File: src/design/iss_pkg.sv
// shared types and constants of the interval shutter sequencer
package iss_pkg;

  // field and register widths
  localparam int unsigned TICKS_W    = 22;
  localparam int unsigned SECS_W     = 12;
  localparam int unsigned FOCUS_W    = 13;
  localparam int unsigned SHUTTER_W  = 11;
  localparam int unsigned PHASE_W    = 2;
  localparam int unsigned CFG_IDX_W  = 3;
  localparam int unsigned CFG_DATA_W = 13;

  // phase counter saturation point
  localparam logic [TICKS_W-1:0] TICKS_MAX = {TICKS_W{1'b1}};

  // register reset values
  localparam logic [SECS_W-1:0]    INTERVAL_RST = SECS_W'(10);
  localparam logic [FOCUS_W-1:0]   FOCUS_RST    = FOCUS_W'(500);
  localparam logic [SHUTTER_W-1:0] SHUTTER_RST  = SHUTTER_W'(200);

  // register indexes on the configuration port
  typedef enum logic [CFG_IDX_W-1:0] {
    REG_INTERVAL_SEC    = 3'd0,
    REG_FOCUS_TIME_MS   = 3'd1,
    REG_SHUTTER_TIME_MS = 3'd2,
    REG_FOCUS_ENABLE    = 3'd3,
    REG_PRE_FOCUS       = 3'd4,
    REG_ACTIVE_HIGH     = 3'd5,
    REG_SWAP_LINES      = 3'd6
  } reg_idx_t;

  // sequencer phases, one-hot
  typedef enum logic [3:0] {
    PH_DISARMED = 4'b0001,
    PH_ARMED    = 4'b0010,
    PH_FOCUSING = 4'b0100,
    PH_SHOOTING = 4'b1000
  } phase_t;

  // phase codes as shown on the result channel
  localparam logic [PHASE_W-1:0] CODE_DISARMED = 2'd0;
  localparam logic [PHASE_W-1:0] CODE_ARMED    = 2'd1;
  localparam logic [PHASE_W-1:0] CODE_FOCUSING = 2'd2;
  localparam logic [PHASE_W-1:0] CODE_SHOOTING = 2'd3;

  // settings handed from the register bank to the sequencer
  typedef struct packed {
    logic [SECS_W-1:0]    interval_sec;
    logic [TICKS_W-1:0]   interval_ticks;
    logic [FOCUS_W-1:0]   focus_time_ms;
    logic [SHUTTER_W-1:0] shutter_time_ms;
    logic                 focus_enable;
    logic                 pre_focus;
    logic                 active_high;
    logic                 swap_lines;
  } cfg_t;

  // one result item
  typedef struct packed {
    logic               line_a_level;
    logic               line_b_level;
    logic [PHASE_W-1:0] phase;
    logic [SECS_W-1:0]  seconds_left;
  } result_t;

endpackage

File: src/design/iss_in_if.sv
// input channel: tick and press events
interface iss_in_if;
  logic valid;
  logic ready;
  logic tick;
  logic press;

  modport source (output valid, output tick, output press, input ready);
  modport sink   (input valid, input tick, input press, output ready);
endinterface

File: src/design/iss_out_if.sv
// result channel: line levels, phase and seconds left
interface iss_out_if;
  logic                          valid;
  logic                          ready;
  logic                          line_a_level;
  logic                          line_b_level;
  logic [iss_pkg::PHASE_W-1:0]   phase;
  logic [iss_pkg::SECS_W-1:0]    seconds_left;

  modport source (output valid, output line_a_level, output line_b_level,
                  output phase, output seconds_left, input ready);
  modport sink   (input valid, input line_a_level, input line_b_level,
                  input phase, input seconds_left, output ready);
endinterface

File: src/design/iss_cfg_regs.sv
// configuration register bank with the interval kept in ticks
module iss_cfg_regs #(
  parameter int unsigned TICKS_PER_SECOND = 1000
) (
  input  logic                             clk,
  input  logic                             rst,
  input  logic                             cfg_wr_en,
  input  logic [iss_pkg::CFG_IDX_W-1:0]    cfg_index,
  input  logic [iss_pkg::CFG_DATA_W-1:0]   cfg_wdata,
  output iss_pkg::cfg_t                    cfg
);

  localparam logic [iss_pkg::TICKS_W-1:0] TPS_TICKS = iss_pkg::TICKS_W'(TICKS_PER_SECOND);

  logic [iss_pkg::TICKS_W-1:0] wdata_ticks;

  // interval converted at write time so it is ready with the seconds value
  assign wdata_ticks = iss_pkg::TICKS_W'(
      {{(iss_pkg::TICKS_W-iss_pkg::SECS_W){1'b0}}, cfg_wdata[iss_pkg::SECS_W-1:0]} * TPS_TICKS);

  // register writes
  always_ff @(posedge clk) begin
    if (rst) begin
      cfg.interval_sec    <= iss_pkg::INTERVAL_RST;
      cfg.interval_ticks  <= iss_pkg::TICKS_W'(
          {{(iss_pkg::TICKS_W-iss_pkg::SECS_W){1'b0}}, iss_pkg::INTERVAL_RST} * TPS_TICKS);
      cfg.focus_time_ms   <= iss_pkg::FOCUS_RST;
      cfg.shutter_time_ms <= iss_pkg::SHUTTER_RST;
      cfg.focus_enable    <= 1'b1;
      cfg.pre_focus       <= 1'b1;
      cfg.active_high     <= 1'b0;
      cfg.swap_lines      <= 1'b0;
    end else if (cfg_wr_en) begin
      case (cfg_index)
        iss_pkg::REG_INTERVAL_SEC: begin
          cfg.interval_sec   <= cfg_wdata[iss_pkg::SECS_W-1:0];
          cfg.interval_ticks <= wdata_ticks;
        end
        iss_pkg::REG_FOCUS_TIME_MS:   cfg.focus_time_ms   <= cfg_wdata[iss_pkg::FOCUS_W-1:0];
        iss_pkg::REG_SHUTTER_TIME_MS: cfg.shutter_time_ms <= cfg_wdata[iss_pkg::SHUTTER_W-1:0];
        iss_pkg::REG_FOCUS_ENABLE:    cfg.focus_enable    <= cfg_wdata[0];
        iss_pkg::REG_PRE_FOCUS:       cfg.pre_focus       <= cfg_wdata[0];
        iss_pkg::REG_ACTIVE_HIGH:     cfg.active_high     <= cfg_wdata[0];
        iss_pkg::REG_SWAP_LINES:      cfg.swap_lines      <= cfg_wdata[0];
        default: ;
      endcase
    end
  end

endmodule

File: src/design/iss_seq_core.sv
// phase state, tick counters and the per-transaction next-state and result logic
module iss_seq_core #(
  parameter int unsigned TICKS_PER_SECOND = 1000
) (
  input  logic             clk,
  input  logic             rst,
  input  iss_pkg::cfg_t    cfg,
  input  logic             step,
  input  logic             tick,
  input  logic             press,
  output iss_pkg::result_t result
);

  localparam int unsigned SUB_W = (TICKS_PER_SECOND > 1) ? $clog2(TICKS_PER_SECOND) : 1;
  localparam logic [SUB_W-1:0] SUB_LAST = SUB_W'(TICKS_PER_SECOND - 1);

  iss_pkg::phase_t              phase, phase_mid, phase_next;
  logic [iss_pkg::TICKS_W-1:0]  ticks, ticks_inc, ticks_mid, ticks_next;
  logic [SUB_W-1:0]             sub, sub_inc, sub_next;
  // whole seconds elapsed since phase entry
  logic [iss_pkg::SECS_W-1:0]   secs, secs_inc, secs_next;
  logic                         focus_held, focus_mid, focus_held_next;
  logic                         entered;
  logic [iss_pkg::TICKS_W-1:0]  fire_at;
  logic [iss_pkg::TICKS_W-1:0]  focus_ticks, shutter_ticks;
  logic                         lvl_focus, lvl_shutter;

  assign focus_ticks   = {{(iss_pkg::TICKS_W-iss_pkg::FOCUS_W){1'b0}}, cfg.focus_time_ms};
  assign shutter_ticks = {{(iss_pkg::TICKS_W-iss_pkg::SHUTTER_W){1'b0}}, cfg.shutter_time_ms};

  // tick advance: saturating phase counter, split into sub-second and whole-second parts
  always_comb begin
    ticks_inc = ticks;
    sub_inc   = sub;
    secs_inc  = secs;
    if (tick && (ticks != iss_pkg::TICKS_MAX)) begin
      ticks_inc = ticks + iss_pkg::TICKS_W'(1);
      if (sub == SUB_LAST) begin
        sub_inc  = '0;
        secs_inc = secs + iss_pkg::SECS_W'(1);
      end else begin
        sub_inc = sub + SUB_W'(1);
      end
    end
  end

  // press arms from disarmed and disarms from any other phase
  always_comb begin
    phase_mid = phase;
    ticks_mid = ticks_inc;
    focus_mid = focus_held;
    if (press) begin
      phase_mid = (phase == iss_pkg::PH_DISARMED) ? iss_pkg::PH_ARMED : iss_pkg::PH_DISARMED;
      ticks_mid = '0;
      focus_mid = 1'b0;
    end
  end

  // firing threshold, early by the focus time when pre-focus applies
  always_comb begin
    fire_at = cfg.interval_ticks;
    if (cfg.focus_enable && cfg.pre_focus && (focus_ticks < cfg.interval_ticks)) begin
      fire_at = cfg.interval_ticks - focus_ticks;
    end
  end

  // at most one timed transition after the press
  always_comb begin
    phase_next      = phase_mid;
    focus_held_next = focus_mid;
    entered         = press;
    case (phase_mid)
      iss_pkg::PH_ARMED: begin
        if (ticks_mid >= fire_at) begin
          entered = 1'b1;
          if (cfg.focus_enable) begin
            phase_next      = iss_pkg::PH_FOCUSING;
            focus_held_next = 1'b1;
          end else begin
            phase_next = iss_pkg::PH_SHOOTING;
          end
        end
      end
      iss_pkg::PH_FOCUSING: begin
        if (ticks_mid >= focus_ticks) begin
          entered    = 1'b1;
          phase_next = iss_pkg::PH_SHOOTING;
        end
      end
      iss_pkg::PH_SHOOTING: begin
        if (ticks_mid >= shutter_ticks) begin
          entered         = 1'b1;
          phase_next      = iss_pkg::PH_ARMED;
          focus_held_next = 1'b0;
        end
      end
      default: ;
    endcase
  end

  // counters restart on any phase entry
  always_comb begin
    if (entered) begin
      ticks_next = '0;
      sub_next   = '0;
      secs_next  = '0;
    end else begin
      ticks_next = ticks_inc;
      sub_next   = sub_inc;
      secs_next  = secs_inc;
    end
  end

  // result fields from the state after this transaction
  always_comb begin
    lvl_focus   = focus_held_next ? cfg.active_high : ~cfg.active_high;
    lvl_shutter = (phase_next == iss_pkg::PH_SHOOTING) ? cfg.active_high : ~cfg.active_high;
    result.line_a_level = cfg.swap_lines ? lvl_shutter : lvl_focus;
    result.line_b_level = cfg.swap_lines ? lvl_focus : lvl_shutter;
    case (phase_next)
      iss_pkg::PH_DISARMED: result.phase = iss_pkg::CODE_DISARMED;
      iss_pkg::PH_ARMED:    result.phase = iss_pkg::CODE_ARMED;
      iss_pkg::PH_FOCUSING: result.phase = iss_pkg::CODE_FOCUSING;
      iss_pkg::PH_SHOOTING: result.phase = iss_pkg::CODE_SHOOTING;
      default:              result.phase = iss_pkg::CODE_DISARMED;
    endcase
    // seconds left rounded up is the interval less the whole seconds elapsed
    if ((phase_next == iss_pkg::PH_ARMED) && (ticks_next < cfg.interval_ticks)) begin
      result.seconds_left = cfg.interval_sec - secs_next;
    end else begin
      result.seconds_left = '0;
    end
  end

  // state update once per processed transaction
  always_ff @(posedge clk) begin
    if (rst) begin
      phase      <= iss_pkg::PH_DISARMED;
      ticks      <= '0;
      sub        <= '0;
      secs       <= '0;
      focus_held <= 1'b0;
    end else if (step) begin
      phase      <= phase_next;
      ticks      <= ticks_next;
      sub        <= sub_next;
      secs       <= secs_next;
      focus_held <= focus_held_next;
    end
  end

endmodule

File: src/design/interval_shutter_sequencer.sv
// interval shutter sequencer: an input transaction passes the input register, then the
// result register; one transaction per cycle sustained while the result side is ready,
// with the next-state logic combinational between the two registers
// synchronous active-high reset returns the block to disarmed with a zero counter
// and all settings at their defaults; no clearing pass is needed
module interval_shutter_sequencer #(
  parameter int unsigned TICKS_PER_SECOND = 1000
) (
  input  logic                             clk,
  input  logic                             rst,
  iss_in_if.sink                           in_ch,
  iss_out_if.source                        out_ch,
  input  logic                             cfg_wr_en,
  input  logic [iss_pkg::CFG_IDX_W-1:0]    cfg_index,
  input  logic [iss_pkg::CFG_DATA_W-1:0]   cfg_wdata
);

  iss_pkg::cfg_t    cfg;
  iss_pkg::result_t result;
  iss_pkg::result_t out_data;

  logic in_full;
  logic in_tick;
  logic in_press;
  logic out_valid;
  logic advance;
  logic accept;

  // settings
  iss_cfg_regs #(
    .TICKS_PER_SECOND (TICKS_PER_SECOND)
  ) u_cfg (
    .clk       (clk),
    .rst       (rst),
    .cfg_wr_en (cfg_wr_en),
    .cfg_index (cfg_index),
    .cfg_wdata (cfg_wdata),
    .cfg       (cfg)
  );

  // pipeline handshake: the held item moves on when the result slot is free or draining
  assign advance     = in_full && (!out_valid || out_ch.ready);
  assign in_ch.ready = !in_full || advance;
  assign accept      = in_ch.valid && in_ch.ready;

  // input register
  always_ff @(posedge clk) begin
    if (rst) begin
      in_full <= 1'b0;
    end else begin
      in_full <= accept || (in_full && !advance);
    end
  end

  always_ff @(posedge clk) begin
    if (accept) begin
      in_tick  <= in_ch.tick;
      in_press <= in_ch.press;
    end
  end

  // sequencer
  iss_seq_core #(
    .TICKS_PER_SECOND (TICKS_PER_SECOND)
  ) u_core (
    .clk    (clk),
    .rst    (rst),
    .cfg    (cfg),
    .step   (advance),
    .tick   (in_tick),
    .press  (in_press),
    .result (result)
  );

  // result register
  always_ff @(posedge clk) begin
    if (rst) begin
      out_valid <= 1'b0;
    end else begin
      out_valid <= advance || (out_valid && !out_ch.ready);
    end
  end

  always_ff @(posedge clk) begin
    if (advance) begin
      out_data <= result;
    end
  end

  assign out_ch.valid        = out_valid;
  assign out_ch.line_a_level = out_data.line_a_level;
  assign out_ch.line_b_level = out_data.line_b_level;
  assign out_ch.phase        = out_data.phase;
  assign out_ch.seconds_left = out_data.seconds_left;

endmodule

File: src/flat_wrapper.sv
// flat-port wrapper written by rule: the top's interface ports become plain ports
module interval_shutter_sequencer_flat 
#(
  parameter int unsigned TICKS_PER_SECOND = 1000
)
  (clk, rst, cfg_wr_en, cfg_index, cfg_wdata, in_ch_valid, in_ch_tick, in_ch_press, in_ch_ready, out_ch_valid, out_ch_line_a_level, out_ch_line_b_level, out_ch_phase, out_ch_seconds_left, out_ch_ready);
  iss_in_if in_ch_i ();
  iss_out_if out_ch_i ();
  input  logic clk;
  input  logic rst;
  input  logic cfg_wr_en;
  input  logic [iss_pkg::CFG_IDX_W-1:0] cfg_index;
  input  logic [iss_pkg::CFG_DATA_W-1:0] cfg_wdata;
  input wire logic [$bits(in_ch_i.valid)-1:0] in_ch_valid;
  input wire logic [$bits(in_ch_i.tick)-1:0] in_ch_tick;
  input wire logic [$bits(in_ch_i.press)-1:0] in_ch_press;
  output wire logic [$bits(in_ch_i.ready)-1:0] in_ch_ready;
  output wire logic [$bits(out_ch_i.valid)-1:0] out_ch_valid;
  output wire logic [$bits(out_ch_i.line_a_level)-1:0] out_ch_line_a_level;
  output wire logic [$bits(out_ch_i.line_b_level)-1:0] out_ch_line_b_level;
  output wire logic [$bits(out_ch_i.phase)-1:0] out_ch_phase;
  output wire logic [$bits(out_ch_i.seconds_left)-1:0] out_ch_seconds_left;
  input wire logic [$bits(out_ch_i.ready)-1:0] out_ch_ready;
  assign in_ch_i.valid = in_ch_valid;
  assign in_ch_i.tick = in_ch_tick;
  assign in_ch_i.press = in_ch_press;
  assign in_ch_ready = in_ch_i.ready;
  assign out_ch_valid = out_ch_i.valid;
  assign out_ch_line_a_level = out_ch_i.line_a_level;
  assign out_ch_line_b_level = out_ch_i.line_b_level;
  assign out_ch_phase = out_ch_i.phase;
  assign out_ch_seconds_left = out_ch_i.seconds_left;
  assign out_ch_i.ready = out_ch_ready;
  interval_shutter_sequencer #(.TICKS_PER_SECOND(TICKS_PER_SECOND)) u_core (.clk(clk), .rst(rst), .in_ch(in_ch_i), .out_ch(out_ch_i), .cfg_wr_en(cfg_wr_en), .cfg_index(cfg_index), .cfg_wdata(cfg_wdata));
endmodule
File: config.mk
export PLATFORM = sky130hd
export DESIGN_NAME = interval_shutter_sequencer_flat
export DESIGN_NICKNAME = d
export VERILOG_FILES = /design/src/design/iss_pkg.sv /design/src/design/iss_in_if.sv /design/src/design/iss_out_if.sv /design/src/design/iss_cfg_regs.sv /design/src/design/iss_seq_core.sv /design/src/design/interval_shutter_sequencer.sv /design/src/flat_wrapper.sv
export SDC_FILE = /design/constraint.sdc
export NUM_CORES = 1
export LEC_CHECK = 0
export BUFFER_PORTS_ARGS = -buffer_cell sky130_fd_sc_hd__buf_4
export CORE_MARGIN = 10
export CORE_UTILIZATION = 39
export CTS_CLUSTER_SIZE = 16
export DETAILED_ROUTE_END_ITERATION = 10
export PLACE_DENSITY = 0.53
export SETUP_SLACK_MARGIN = 0.1
export SLEW_MARGIN = 40
export SYNTH_ARGS = -nofsm -noshare
export SYNTH_HDL_FRONTEND = slang
export SYNTH_SLANG_ARGS = --single-unit
File: constraint.sdc
create_clock -name clk -period 6.1 [get_ports clk]
set_input_delay 1.525 -clock clk [delete_from_list [all_inputs] [get_ports clk]]
set_output_delay 1.525 -clock clk [all_outputs]
set_load 0.01 [all_outputs]
Yosys cells after proc, flatten, opt, wreduce, memory -nomap -nowiden:

Cells that the tools add are included.

* mux-type cells: 31
* equality and inequality tests: 15
* reductions and logical operators: 26
* multipliers: 1
* magnitude comparators: 5
* add/sub/neg operators: 5
* bitwise operators: 1

Operator list (count)
* $mux 22: 4
* $mux 12: 3
* $mux 10: 3
* $add 22x1->22 const B: 1
* $ge 22x11->1: 1
* $ge 22x13->1: 1
* $ge 22x22->1: 1
* $lt 13x22->1: 1
* $lt 22x22->1: 1
* $ne 22x22->1 const B: 1
* $sub 22x13->22: 1
* $mux 4: 5
* $mul 12x7->19 const B: 1
* $reduce_and 2->1: 8
* $add 12x1->12 const B: 1
* $pmux 4 s3: 1
* $sub 12x12->12: 1
* $mux 1: 11
* $add 10x1->10 const B: 1
* $eq 10x10->1 const B: 1
* $eq 3x3->1 const B: 3
* $eq 4x2->1 const B: 2
* $eq 4x3->1 const B: 2
* $eq 4x4->1 const B: 2
* 13 further kinds: 27

* flip-flop bits (word level): 128
* output and inout bits: 18
* input port bits: 23

Longest topological paths before layout:

Gate-level depths: netlist of the first run.

* depth after elaboration: 10
* gate-level depth with buffers: 36
* depth with buffers taken out: 34

Modules after synthesis:

A second synthesis of the first run with hierarchy kept.

* cell total of the unflattened synthesis: 1413
* area, all modules: 11364.6 µm²

By module, submodules not included
* iss_seq_core: instances 1, area an instance 6517.5 µm², seq. area each 980.9 µm², cells an instance 911
* iss_cfg_regs: instances 1, area an instance 4202.8 µm², seq. area each 1141.1 µm², cells an instance 474
* interval_shutter_sequencer: instances 1, area an instance 644.4 µm², seq. area each 580.6 µm², cells an instance 28

Least setup slack after synthesis of the first run:

OpenSTA, ideal clock, no wires.

* kind: register -> register
* start: reg u_core.u_cfg.cfg[18] (netlist name)
* end: reg u_core.out_data, in the netlist u_core.out_ch.seconds_left[4] (data pin)
* arrival: 6.572 ns
* setup time: 0.149 ns
* slack: -0.622 ns
* cell stages (with the launch flop): 36
* period minus slack after synthesis: 6.722 ns
* cell sequence: dfxtp_1 > inv_1 > ha_1 > and3b_1 > o21a_1 > o21ai_0 > nand2b_1 > a211o_1 > nand3_1 > a31oi_1 > nand3_1 > nor4_1 > xnor2_1 > ha_1 > a21o_1 > a211o_1 > nor3_1 > a41o_1 > a21boi_0 > a21bo_2 > nand2_2 > buf_4 > clkbuf_1 > and2_1 > ha_1 > a21o_1 > a21o_1 > a21o_1 > a21o_1 > a21oi_1 > o21ai_0 > a2111oi_0 > o211ai_1 > a311oi_2 > buf_4 > nor3b_2

* word-level cells in the longest chain between the ends: 9
* elaborated cells between the ends (all ways): 18

Ends and longest elaborated chain
* $lt 13x22->1: line iss_seq_core.sv:62 `if (cfg.focus_enable && cfg.pre_focus && (focus_ticks < cfg.interval_ticks)) begin`
* $logic_and 1x1->1: line iss_seq_core.sv:62
* $mux 22: line iss_seq_core.sv:62
* $ge 22x22->1: line iss_seq_core.sv:74 `if (ticks_mid >= fire_at) begin`
* $mux 1: line iss_seq_core.sv:74
* $pmux 1 s3 (*): line iss_seq_core.sv:72 `case (phase_mid)`
* $mux 22 (*): line iss_seq_core.sv:103 `if (entered) begin`
* named net u_core.u_core.ticks_next (one bit): line iss_seq_core.sv:18 `logic [iss_pkg::TICKS_W-1:0] ticks, ticks_inc, ticks_mid, ticks_next;`
* $lt 22x22->1 (*): line iss_seq_core.sv:128 `if ((phase_next == iss_pkg::PH_ARMED) && (ticks_next < cfg.interval_ticks)) begin`
* $logic_and 1x1->1 (*): line iss_seq_core.sv:128
* end signal: assignment: line interval_shutter_sequencer.sv:86 `out_data <= result;`
* end: declaration: line interval_shutter_sequencer.sv:20 `iss_pkg::result_t out_data;`

Mark *: on every way through the listed nets, which the timed path passes. The rest lies on a longest branch.
A chain may end at the register's enable or synchronous reset.

Worst setup path after layout of the first run:

* start: reg u_core.u_cfg.cfg[18] (netlist name)
* end: reg u_core.out_data, in the netlist u_core.out_ch.seconds_left[4] (data pin)

* word-level cells in the longest chain between the ends: 9
* elaborated cells between the ends (all ways): 18

Ends and longest elaborated chain (line)
* $lt 13x22->1: iss_seq_core.sv:62
* $logic_and 1x1->1: iss_seq_core.sv:62
* $mux 22: iss_seq_core.sv:62
* $ge 22x22->1: iss_seq_core.sv:74
* $mux 1: iss_seq_core.sv:74
* $pmux 1 s3 (*): iss_seq_core.sv:72
* $mux 22 (*): iss_seq_core.sv:103
* named net u_core.u_core.ticks_next (one bit): iss_seq_core.sv:18
* $lt 22x22->1 (*): iss_seq_core.sv:128
* $logic_and 1x1->1 (*): iss_seq_core.sv:128

Marks and branches as above.

==> results of run 1 <==
[metrics by stage]
stage	TNS [ns]	total power, mW	cell area (um^2)
4_1_cts	-2.11	3.18	13500
3_5_place_dp	-4.37	2.01	12700
6_report	-2.57	3.15	13600
2_1_floorplan	-1.99	1.74	11000
3_3_place_gp	-1.99	2.01	12700
5_1_grt	-6.98	3.38	13600
[final timing paths]
path                                            from                             to  slack, ns  cells past startpoint
worst min register to register   u_core.u_cfg.cfg[8]            u_core.u_cfg.cfg[8]       0.46                      2
worst min-delay path             u_core.u_cfg.cfg[8]            u_core.u_cfg.cfg[8]       0.46                      2
worst max register to register  u_core.u_cfg.cfg[18]  u_core.out_ch.seconds_left[4]      -0.27                     33
worst max-delay path            u_core.u_cfg.cfg[18]  u_core.out_ch.seconds_left[4]      -0.27                     33
[cell type report]
class                      instances  area (um^2)  area share [%]
tap                              378          473            3.47
inverter                          94          353            2.59
sequential                       126         2700            19.8
clock inverter                    10          148            1.08
clock buffer                      22          508            3.73
multi-input combinational       1055         7820            57.4
timing repair buffer             213         1620            11.9
[what timing repair did]
item | 4_1_cts | 5_1_grt
buffers inserted | 10 | 5
endpoints found under the setup margin | 12 | 12
pin swaps | 14 | 14
cloned | 1 | 0
resized for setup | 8 | 20
[layout by cell type, fill, tap and decap left out, drive strengths merged, types with 5 or more instances in the layout]
master | Yosys | layout
xnor2 | 44 | 44
a31oi | 16 | 16
nor2b | 20 | 20
nor4b | 5 | 5
and2 | 24 | 24
nand3 | 46 | 46
a22o | 9 | 9
o21a | 6 | 6
nand3b | 13 | 13
a21oi | 106 | 106
or2 | 5 | 5
nand2 | 162 | 162
nor3b | 6 | 6
clkbuf | 42 | 22
clkinv | 1 | 7
fa | 39 | 39
and4 | 5 | 5
a21o | 31 | 31
edfxtp | 18 | 18
nor4 | 15 | 15
o21ai | 46 | 46
xor2 | 24 | 24
nand2b | 10 | 10
nor3 | 34 | 34
nand4 | 26 | 26
dfxtp | 108 | 108
and3 | 31 | 31
o221ai | 6 | 6
a211o | 15 | 15
nor2 | 107 | 107
or3 | 7 | 7
buf | 10 | 213
inv | 93 | 94
ha | 134 | 134
mux2i | 7 | 7
[sequential cells by signal, summed over array words and instances, names as in the netlist]
name                        flops
u_core.out_ch.line_b_level      1
u_core.out_ch.seconds_left     12
u_core.u_core.focus_held        1
u_core.u_core.sub              10
u_core.u_core.ticks            22
u_core.u_core.secs             12
u_core.u_cfg.cfg               57
u_core.in_tick                  1
u_core.u_core.phase             4
u_core.out_ch.line_a_level      1
u_core.in_press                 1
u_core.out_ch.valid             1
u_core.out_ch.phase             2
u_core.in_full                  1
[power by group through the flow]
| stage | clock network (mW) | registers, mW | logic, mW |
|---|---|---|---|
| 3_5_place_dp | 0 | 0.907 | 1.11 |
| 3_3_place_gp | 0 | 0.906 | 1.10 |
| 4_1_cts | 1.16 | 0.889 | 1.12 |
| 6_report | 1.14 | 0.889 | 1.12 |
| 2_1_floorplan | 0 | 0.905 | 0.834 |
| 5_1_grt | 1.19 | 0.892 | 1.29 |
[kinds of logic (layout without fill, tap and decap cells)]
family	after synthesis	in the layout
adder cells (fa/ha/maj)	173	173
XOR/XNOR	69	69
AND/OR/NAND/NOR	529	529
flip-flops	126	126
buffers and inverters	146	339
AO/OA/AOI/OAI	276	276
multiplexers	8	8
[cells in the mapped netlist (all sizes together) (26+ instances only)]
master    n  area [um^2]
a21o     31          233
a21oi   106          542
and3     31          194
clkbuf   42          158
dfxtp   108         2160
fa       39          781
ha      134         1680
inv      93          349
nand2   162          613
nand3    46          240
nand4    26          184
nor2    107          412
nor3     34          181
o21ai    46          230
xnor2    44          393
[critical path, delay by kind of cell (launching register included)]
kind	cells	cell delay, ns
AO/OA/AOI/OAI	18	3.39
flip-flops	1	0.34
AND/OR/NAND/NOR	9	1.32
XOR/XNOR	1	0.11
adder cells (fa/ha/maj)	3	0.77
buffers and inverters	2	0.27
[metal layers]
layer	part of all wire, %	vias to the layer above
li1	-	5053
met1	51	4790
met2	44	173
met3	3.6	35
met4	1.8	0
met5	0	-
==> results.md, run 1 <==
* Combinational power share at 35.5%
* GRT Max-Usage Layer: met2
* H-tree depth at 4
* WL final at 32.3 mm
* Largest family of logic cells by synthesized area: simple AND/OR/NAND/NOR gates
* Layout Skew at between 0.015 and 0.02 ns
* Worst path setup slack after routing at -0.267 ns
* Slew margin rel. at 42.8%
* Remaining global-route overflow at 0
* Grt met3 use at under 10%
* GR Layer Usage met1 at 25.8%
* Post-synth EDFFs at 18
* Worst skew pair latency at 0.44 ns
* Area growth, synth to finish at 25.0%
* Clk pwr share at between 30 and 40%
* Dpl ws at -0.403 ns
* Antenna cells at 0
* Crit-path max FO at 6
* Row count at 61
* Net Sw Frac at 33.2%
* Filler cells at between 2000 and 3000
* Post-Synth Adder-Cell Area at 22.5%
* Max-cap violations at 0
* FMAX at 157 MHz
* Drt first pass iters at 7
* Pleak at 6.16 nW
* Placed Cells at 1850
* Most common cell on crit path: a21o_1
* Max-slew violation count at 0
* Die height at 187 um
* Via count at 10100
* Share of the yosys chip area belonging to registers at approximately a quarter
* Post-Syn Nets at 1523
* Util after Layout at about half
* DRC at 0
* P_sw at 1.04 mW
* DRT iter0 DRCs at 553
* CTS buffer count at 17
* Root Buffer: clkbuf_16
* Violations in the final reports: setup timing
* Status: finished, violations left
* Crit path kind: reg -> reg
* Unique masters post-synth at 79
* Final ANT Viol Nets at 0
* GRT Util Overall at 18.4%
* Syn Area/Cell at slightly above 8 um^2
* Hpwl dp at around 25 mm
* Hold Crit Class: reg -> reg
* Synthesized area at 10900 um^2
* Startpoint Class: flip-flop
* Peak per-stage delay on the critical path at between 0.3 and 0.4 ns
* Largest net degree at the start of global routing at 69
* CP max stage cell: a311oi_2
* CTS max path bufs at 2
* Port Buf Inserts at 40
* CTS Hold Bufs at 0
* Final hold slack at 0.456 ns
* Initial Util at 39.4%
* Tcrit/Tclk final at 104%
* Post-Synthesis Cells at 1327
* Non-Filler Instances at 1898
* Routability Congestion at 0.892
* Routed WL per cell at 17.0 um
* Reg power frac at between 20% and 30%
* Share of cells above drive strength 1 at 19.4%
* Ports at between 40 and 50
* Dominant synthesized flop cell: dfxtp_1
* Vias per Instance at around 5.3
* RSZ-0062 raised after global routing: yes
* Yosys reg bits at roughly 130
* Hold Vio Cnt, Final at 0
* Async SR Flop Fraction at 0%
* CTS tree: built
* Initial antenna violation count at 0
* Vias in the first global route at 9799
* First-pass GRT wire length at ~52 mm
* Post-synthesis compound-gate area fraction at between 15 and 20%
* Final setup viols at 12
* Yosys warning total at 0
* Multiplexer area fraction after synthesis at less than 1%
* Layout Nets at 1703
* Met2 Use GR at 28.4%
* Minimum clock period at ~6.4 ns
* CTS sink cnt at 126
* Post-Synth Simple-Gate Area at 24.6%
* Peak supply drop at 0.184 mV
* Synth Area in XOR/XNOR at approximately 5.7%
* Die Footprint at 35000 um^2
* Worst Max-Slew Pin Slew at 0.855 ns
* Power Density at 231 nW/um^2
* Clock transition at path regs at around 0.07 ns
* Int Pwr at 2.10 mW
* Die width at 187 um
* Critical Path AT at 6.65 ns
* Critical Path RT at 6.38 ns
* Core area at 27700 um^2
* Crit. End Element: flip-flop
Note: power is estimated with default switching activity, not from simulation.
==> inputs of run 2 (changes only) <==
==> constraint.sdc (replaced) <==
create_clock -name clk -period 5.6 [get_ports clk]
set_input_delay 1.4 -clock clk [delete_from_list [all_inputs] [get_ports clk]]
set_output_delay 1.4 -clock clk [all_outputs]
set_load 0.01 [all_outputs]
==> results.md, run 2 (same netlist as run 1, synthesis figures left out) <==
* Violations in the final reports: setup timing
* Commonest non-fill, non-tap cell in the layout: buf_4
* Remaining global-route overflow at 0 (unchanged)
* Crit path kind: reg -> reg
* Drt first pass iters at 5 (-2)
* Tcrit/Tclk final at 113% (+8.1 points)
* CTS sink cnt at 126 (unchanged)
* Layout Nets at 1757 (+3.2%)
* WL final at 33.0 mm (+2.4%)
* Die width at 187 um (unchanged)
* Worst reg-to-reg path cell count at 33 (unchanged)
* Crit. End Element: flip-flop
* FMAX at 159 MHz (+1.0%)
* Combinational power share at 38.7% (+3.2 points)
* Hold Vio Cnt, Final at 0 (unchanged)
* Met2 WL at 14.9 mm (+5.4%)
* Port Buf Inserts at 40 (unchanged)
* Filler cells at 2714 (-0.11%)
* Peak supply drop at 0.188 mV (+2.1%)
* Placed Cells at 1906 (+3.0%)
* RSZ-0062 raised after global routing: yes
* Routed WL per cell at 16.9 um (-0.38%)
* First-pass GRT wire length at 52.9 mm (+0.88%)
* Metal3 WL at 1.29 mm (+12%)
* Top flop regs: u_core.u_cfg.cfg x57, u_core.u_core.ticks x22
* Final setup viols at 12 (unchanged)
* CTS buffer count at 17 (unchanged)
* Initial antenna violation count at 0 (unchanged)
* Row count at 61 (unchanged)
* Worst skew pair latency at 0.42 ns (-0.02 ns)
* Int Pwr at 2.25 mW (+7.1%)
* Clk pwr share at 33.1% (-3.1 points)
* Final ANT Viol Nets at 0 (unchanged)
* Reg power frac at 28.2% (about the same)
* Commonest non-fill, non-tap cells in the layout: buf_4 (262), nand2_1 (158), ha_1 (129)
* Share of cells above drive strength 1 at 23.8% (+4.4 points)
* Setup crit start: u_core.u_cfg.cfg[18]
* Startpoint Class: flip-flop
* Layout Skew at 0.0141 ns (-0.00342 ns)
* Metal-1 WL at 16.4 mm (-0.33%)
* Initial Util at 39.4% (unchanged)
* Hpwl dp at 25.7 mm (+3.7%)
* Root Buffer: clkbuf_16
* Vias in the first global route at 9891 (+0.94%)
* WP buf/inv at 2 (unchanged)
* WP depth at 33 (unchanged)
* Util after Layout at 50.9% (+1.7 points)
* P_sw at 1.17 mW (+12%)
* Most common cell on crit path: a21o_1
* FF-to-FF End: u_core.out_ch.seconds_left[2]
* Hold Crit Class: reg -> reg
* Antenna cells at 0 (unchanged)
* Worst path setup slack after routing at -0.701 ns (-0.434 ns)
* Worst Max-Slew Pin Slew at 0.831 ns (-0.0245 ns)
* Top reg by flops: u_core.u_cfg.cfg
* DRC at 0 (unchanged)
* Area growth, synth to finish at 29.2%
* Net Sw Frac at 34.1% (+0.92 points)
* Minimum clock period at 6.30 ns (-0.0658 ns)
* CTS tree: built
* Slew margin rel. at 43.2% (+0.42 points)
* Non-Filler Instances at 1951 (+2.8%)
* Clock transition at path regs at 0.06 ns (about the same)
* Core area at 27700 um^2 (unchanged)
* DRT iter0 DRCs at 672 (+22%)
* Top delay family on crit path: compound AO/OA/AOI/OAI gates
* Ports at 41 (unchanged)
* H-tree depth at 4 (unchanged)
* Critical Path RT at 5.87 ns (-0.51 ns)
* Via count at 10200 (+1.2%)
* Pleak at 6.39 nW (+3.9%)
* Status: finished, violations left
* Reg-to-Reg Start: u_core.u_cfg.cfg[18]
* Critical path endpoint: u_core.out_ch.seconds_left[2]
* CP max stage cell: a311oi_2
* Critical Path AT at 6.57 ns (-0.08 ns)
* Max reg flops at 57 (unchanged)
* GRT Util Overall at 18.6% (+0.21 points)
* Die Footprint at 35000 um^2 (unchanged)
* Top Layer Used: met4
* Vias per Instance at 5.21 (-1.5%)
* Max-slew violation count at 0 (unchanged)
* Power Density at 242 nW/um^2 (+5.0%)
* Peak per-stage delay on the critical path at 0.35 ns (-0.03 ns)
* Die height at 187 um (unchanged)
* Crit-path max FO at 6 (unchanged)
* CTS max path bufs at 2 (unchanged)
* Routability Congestion at 0.909 (+1.9%)
* Max-cap violations at 0 (unchanged)
* Largest net degree at the start of global routing at 71 (+2.9%)
* FF-to-FF setup slack at -0.70 ns (-0.43 ns)
-- run 2: cell count changes in the layout (fill, tap and decap cells not counted), sizes merged --
cell,delta
buf,+54
clkbuf,-3
inv,+2
bufinv,-1
clkinvlp,+1
-- run 2: worst min path at each step --
stage / slack (ns) / startpoint / to / cells past startpoint
after floorplan: 0.44 / u_core.u_cfg.cfg[12] / u_core.u_cfg.cfg[12] / 2
after detailed placement: 0.45 / u_core.u_cfg.cfg[8] / u_core.u_cfg.cfg[8] / 2
final: 0.46 / u_core.u_cfg.cfg[8] / u_core.u_cfg.cfg[8] / 2
after global routing: 0.48 / u_core.u_cfg.cfg[14] / u_core.u_cfg.cfg[14] / 2
after CTS: 0.46 / u_core.u_cfg.cfg[8] / u_core.u_cfg.cfg[8] / 2
after global placement: 0.44 / u_core.u_cfg.cfg[9] / u_core.u_cfg.cfg[9] / 2
-- run 2: power groups by stage --
| stage | clock network [mW] | registers (mW) | logic, mW |
|---|---|---|---|
| after CTS | 1.16 | 0.963 | 1.31 |
| final | 1.13 | 0.963 | 1.32 |
| after global placement | 0 | 0.983 | 1.28 |
| after detailed placement | 0 | 0.983 | 1.28 |
| after floorplan | 0 | 0.986 | 0.909 |
| after global routing | 1.19 | 0.966 | 1.51 |
-- run 2: layer usage --
layer  vias to the layer above  track usage [%]
met3                        29             2.78
li1                       5165                -
met5                         -                0
met2                       195             29.2
met1                      4785             26.0
met4                         0             4.68
-- run 2: final cells by class --
| type | count | area [um^2] | area share, % |
|---|---|---|---|
| Timing Repair Buffer | 267 | 2030 | 14.4 |
| Clock buffer | 19 | 454 | 3.22 |
| Tap cell | 378 | 473 | 3.36 |
| Multi-Input combinational cell | 1055 | 7930 | 56.3 |
| Clock inverter | 12 | 136 | 0.968 |
| Inverter | 94 | 353 | 2.50 |
| Sequential cell | 126 | 2710 | 19.2 |
-- run 2: repair_timing --
action                                  4_1_cts  5_1_grt
resized for setup                            21       37
pin swaps                                    24       20
cloned                                        1        0
endpoints found under the setup margin       12       12
setup buffers                                 9        5
hold buffers                                  0        0
-- run 2: per-stage QoR --
stage / hold slack [ns] / worst slack (ns) / power (mW) / cell area [um^2] / setup TNS, ns
after floorplan: 0.436 / -0.719 / 1.89 / 11000 / -7.99
after global placement: 0.444 / -0.719 / 2.26 / 13200 / -8.23
final: 0.459 / -0.701 / 3.42 / 14100 / -8.03
after CTS: 0.461 / -0.600 / 3.43 / 13900 / -6.98
after detailed placement: 0.452 / -0.851 / 2.27 / 13200 / -9.71
after global routing: 0.477 / -0.983 / 3.66 / 14100 / -11.46
-- run 2: tightest hold or removal path, stage by stage, from the launching register on --
cell	delay [ns]
dfxtp_1	0.31
nand2_1	0.05
a21oi_1	0.05
==> inputs of run 3 (changes only) <==
--- a/config.mk
+++ b/config.mk
@@ -11,6 +11,7 @@
 export CTS_CLUSTER_SIZE = 16
 export DETAILED_ROUTE_END_ITERATION = 10
 export PLACE_DENSITY = 0.53
+export RECOVER_POWER = 25
 export SETUP_SLACK_MARGIN = 0.1
 export SLEW_MARGIN = 40
 export SYNTH_ARGS = -nofsm -noshare
==> results.md, run 3 (same netlist as run 1, synthesis figures left out) <==
* WL final at 33.1 mm (about the same)
* Antenna cells at 0 (unchanged)
* Setup TNS at -7.95 ns (+0.0773 ns)
* Crit-path max FO at 6 (unchanged)
* CTS max path bufs at 2 (unchanged)
* Peak per-stage delay on the critical path at 0.36 ns (about the same)
* Largest net degree at the start of global routing at 71 (unchanged)
* Status: finished, violations left
* FMAX at 159 MHz (about the same)
* Root Buffer: clkbuf_16
* Commonest non-fill, non-tap cell in the layout: buf_4
* Dpl cell area at 13200 um^2 (unchanged)
* Hpwl dp at 25.7 mm (unchanged)
* GRT Util Overall at 18.6% (unchanged)
* Top flop regs: u_core.u_cfg.cfg x57, u_core.u_core.ticks x22
* Vias per Instance at 5.21 (about the same)
* Die width at 187 um (unchanged)
* Die height at 187 um (unchanged)
* CTS tree: built
* RSZ-0062 raised after global routing: yes
* GR Layer Usage met1 at 26.0% (unchanged)
* Drt first pass iters at 5 (unchanged)
* Critical Path AT at 6.57 ns (about the same)
* Hold Vio Cnt, Final at 0 (unchanged)
* Die Footprint at 35000 um^2 (unchanged)
* Row count at 61 (unchanged)
* Final setup viols at 12 (unchanged)
* Layout Nets at 1757 (unchanged)
* H-tree depth at 4 (unchanged)
* Peak supply drop at 0.188 mV (about the same)
* Routability Congestion at 0.909 (unchanged)
* Ports at 41 (unchanged)
* GRT Max-Usage Layer: met2
* Initial antenna violation count at 0 (unchanged)
* Max-slew violation count at 88 (+88)
* Area growth, synth to finish at 28.6%
* Power Total at 3.41 mW (-0.11%)
* Layout Skew at 0.0138 ns (-0.000242 ns)
* Commonest non-fill, non-tap cells in the layout: buf_4 (242), nand2_1 (158), ha_1 (129)
* Final ANT Viol Nets at 0 (unchanged)
* Core area at 27700 um^2 (unchanged)
* Max-cap violations at 2 (+2)
* Pleak at 6.33 nW (-0.94%)
* DRT iter0 DRCs at 678 (+0.89%)
* Slew margin rel. at -49.0% (-92 points)
* DRC at 0 (unchanged)
* Clock transition at path regs at 0.06 ns (about the same)
* CTS buffer count at 17 (unchanged)
* Violations in the final reports: capacitance limit, slew limit, setup timing
* Initial Util at 39.4% (unchanged)
* CP max stage cell: a311oi_2
* Startpoint Class: flip-flop
* Tcrit/Tclk final at 112% (about the same)
* Remaining global-route overflow at 0 (unchanged)
* Crit. End Element: flip-flop
* CTS sink cnt at 126 (unchanged)
* Grt met3 use at 2.78% (unchanged)
* CTS Hold Bufs at 0 (unchanged)
* Hold Crit Class: reg -> reg
* Most common cell on crit path: a21o_1
* Top reg by flops: u_core.u_cfg.cfg
* Worst path setup slack after routing at -0.695 ns (+0.00606 ns)
* Power Density at 243 nW/um^2 (+0.34%)
* Post-route cell area at 14000 um^2 (-0.44%)
* First-pass GRT wire length at 52.9 mm (unchanged)
* Routed WL per cell at 16.9 um (about the same)
* Final hold slack at 0.459 ns (-0.000195 ns)
* Via count at 10200 (-0.059%)
* Share of cells above drive strength 1 at 22.8% (-1.0 points)
* Minimum clock period at 6.29 ns (-0.00606 ns)
* Port Buf Inserts at 40 (unchanged)
* Met2 Use GR at 29.2% (unchanged)
* Max reg flops at 57 (unchanged)
* Worst Max-Slew Pin Slew at 2.23 ns (+1.40 ns)
* Crit path kind: reg -> reg
* Critical Path RT at 5.87 ns (about the same)
* Vias in the first global route at 9891 (unchanged)
* Worst skew pair latency at 0.42 ns (about the same)
-- run 3: worst paths after layout --
path	start	endpoint	slack, ns	cells past startpoint
setup / recovery	u_core.u_cfg.cfg[18]	u_core.out_ch.seconds_left[2]	-0.69	33
hold / removal	u_core.u_cfg.cfg[13]	u_core.u_cfg.cfg[13]	0.46	2
setup reg to reg	u_core.u_cfg.cfg[18]	u_core.out_ch.seconds_left[2]	-0.69	33
hold reg to reg	u_core.u_cfg.cfg[13]	u_core.u_cfg.cfg[13]	0.46	2
-- run 3: repair_timing --
| item | in CTS | in global routing |
|---|---|---|
| resized for setup | 21 | 37 |
| buffers inserted | 9 | 5 |
| cloned | 1 | 0 |
| pin swaps | 24 | 20 |
| setup endpoints to repair | 12 | 12 |
| hold endpoints to repair | 0 | 0 |
-- run 3: cell type report --
class,count,area [um^2]
Sequential cell,126,2710
Inverter,94,353
Tap cell,378,473
Clock buffer,19,454
Timing Repair Buffer,267,1970
Multi-Input combinational cell,1055,7930
Fill cell,2730,13700
Clock inverter,12,136
-- run 3: report_power, final --
part	leakage, nW	total, mW	internal (mW)	switching [mW]
registers	1.04	0.964	0.946	0.0175
clock network	0.289	1.13	0.683	0.445
logic	5.00	1.32	0.618	0.702
total	6.33	3.41	2.25	1.16
-- run 3: through the flow --
step           util [%]  setup slack, ns  std cells
4_1_cts            50.2           -0.600       1947
3_3_place_gp       47.6           -0.719       1906
6_report           50.6           -0.695       1951
3_5_place_dp       47.6           -0.851       1906
5_1_grt            50.6           -0.983       1951
2_1_floorplan         -           -0.719       1327
-- run 3: layer usage --
layer | wire [um] | share of wire [%]
met5 | 0 | 0
met4 | 504 | 1.5
met3 | 1290 | 3.9
met2 | 14900 | 45
met1 | 16400 | 50
-- run 3: critical path: cells and delay by family (launching register included) --
kind	cells	cell delay, ns
simple gates	8	1.11
fa+ha+maj	3	0.74
buf+inv	2	0.25
flops	1	0.33
compound gates	19	3.52
xor+xnor	1	0.17
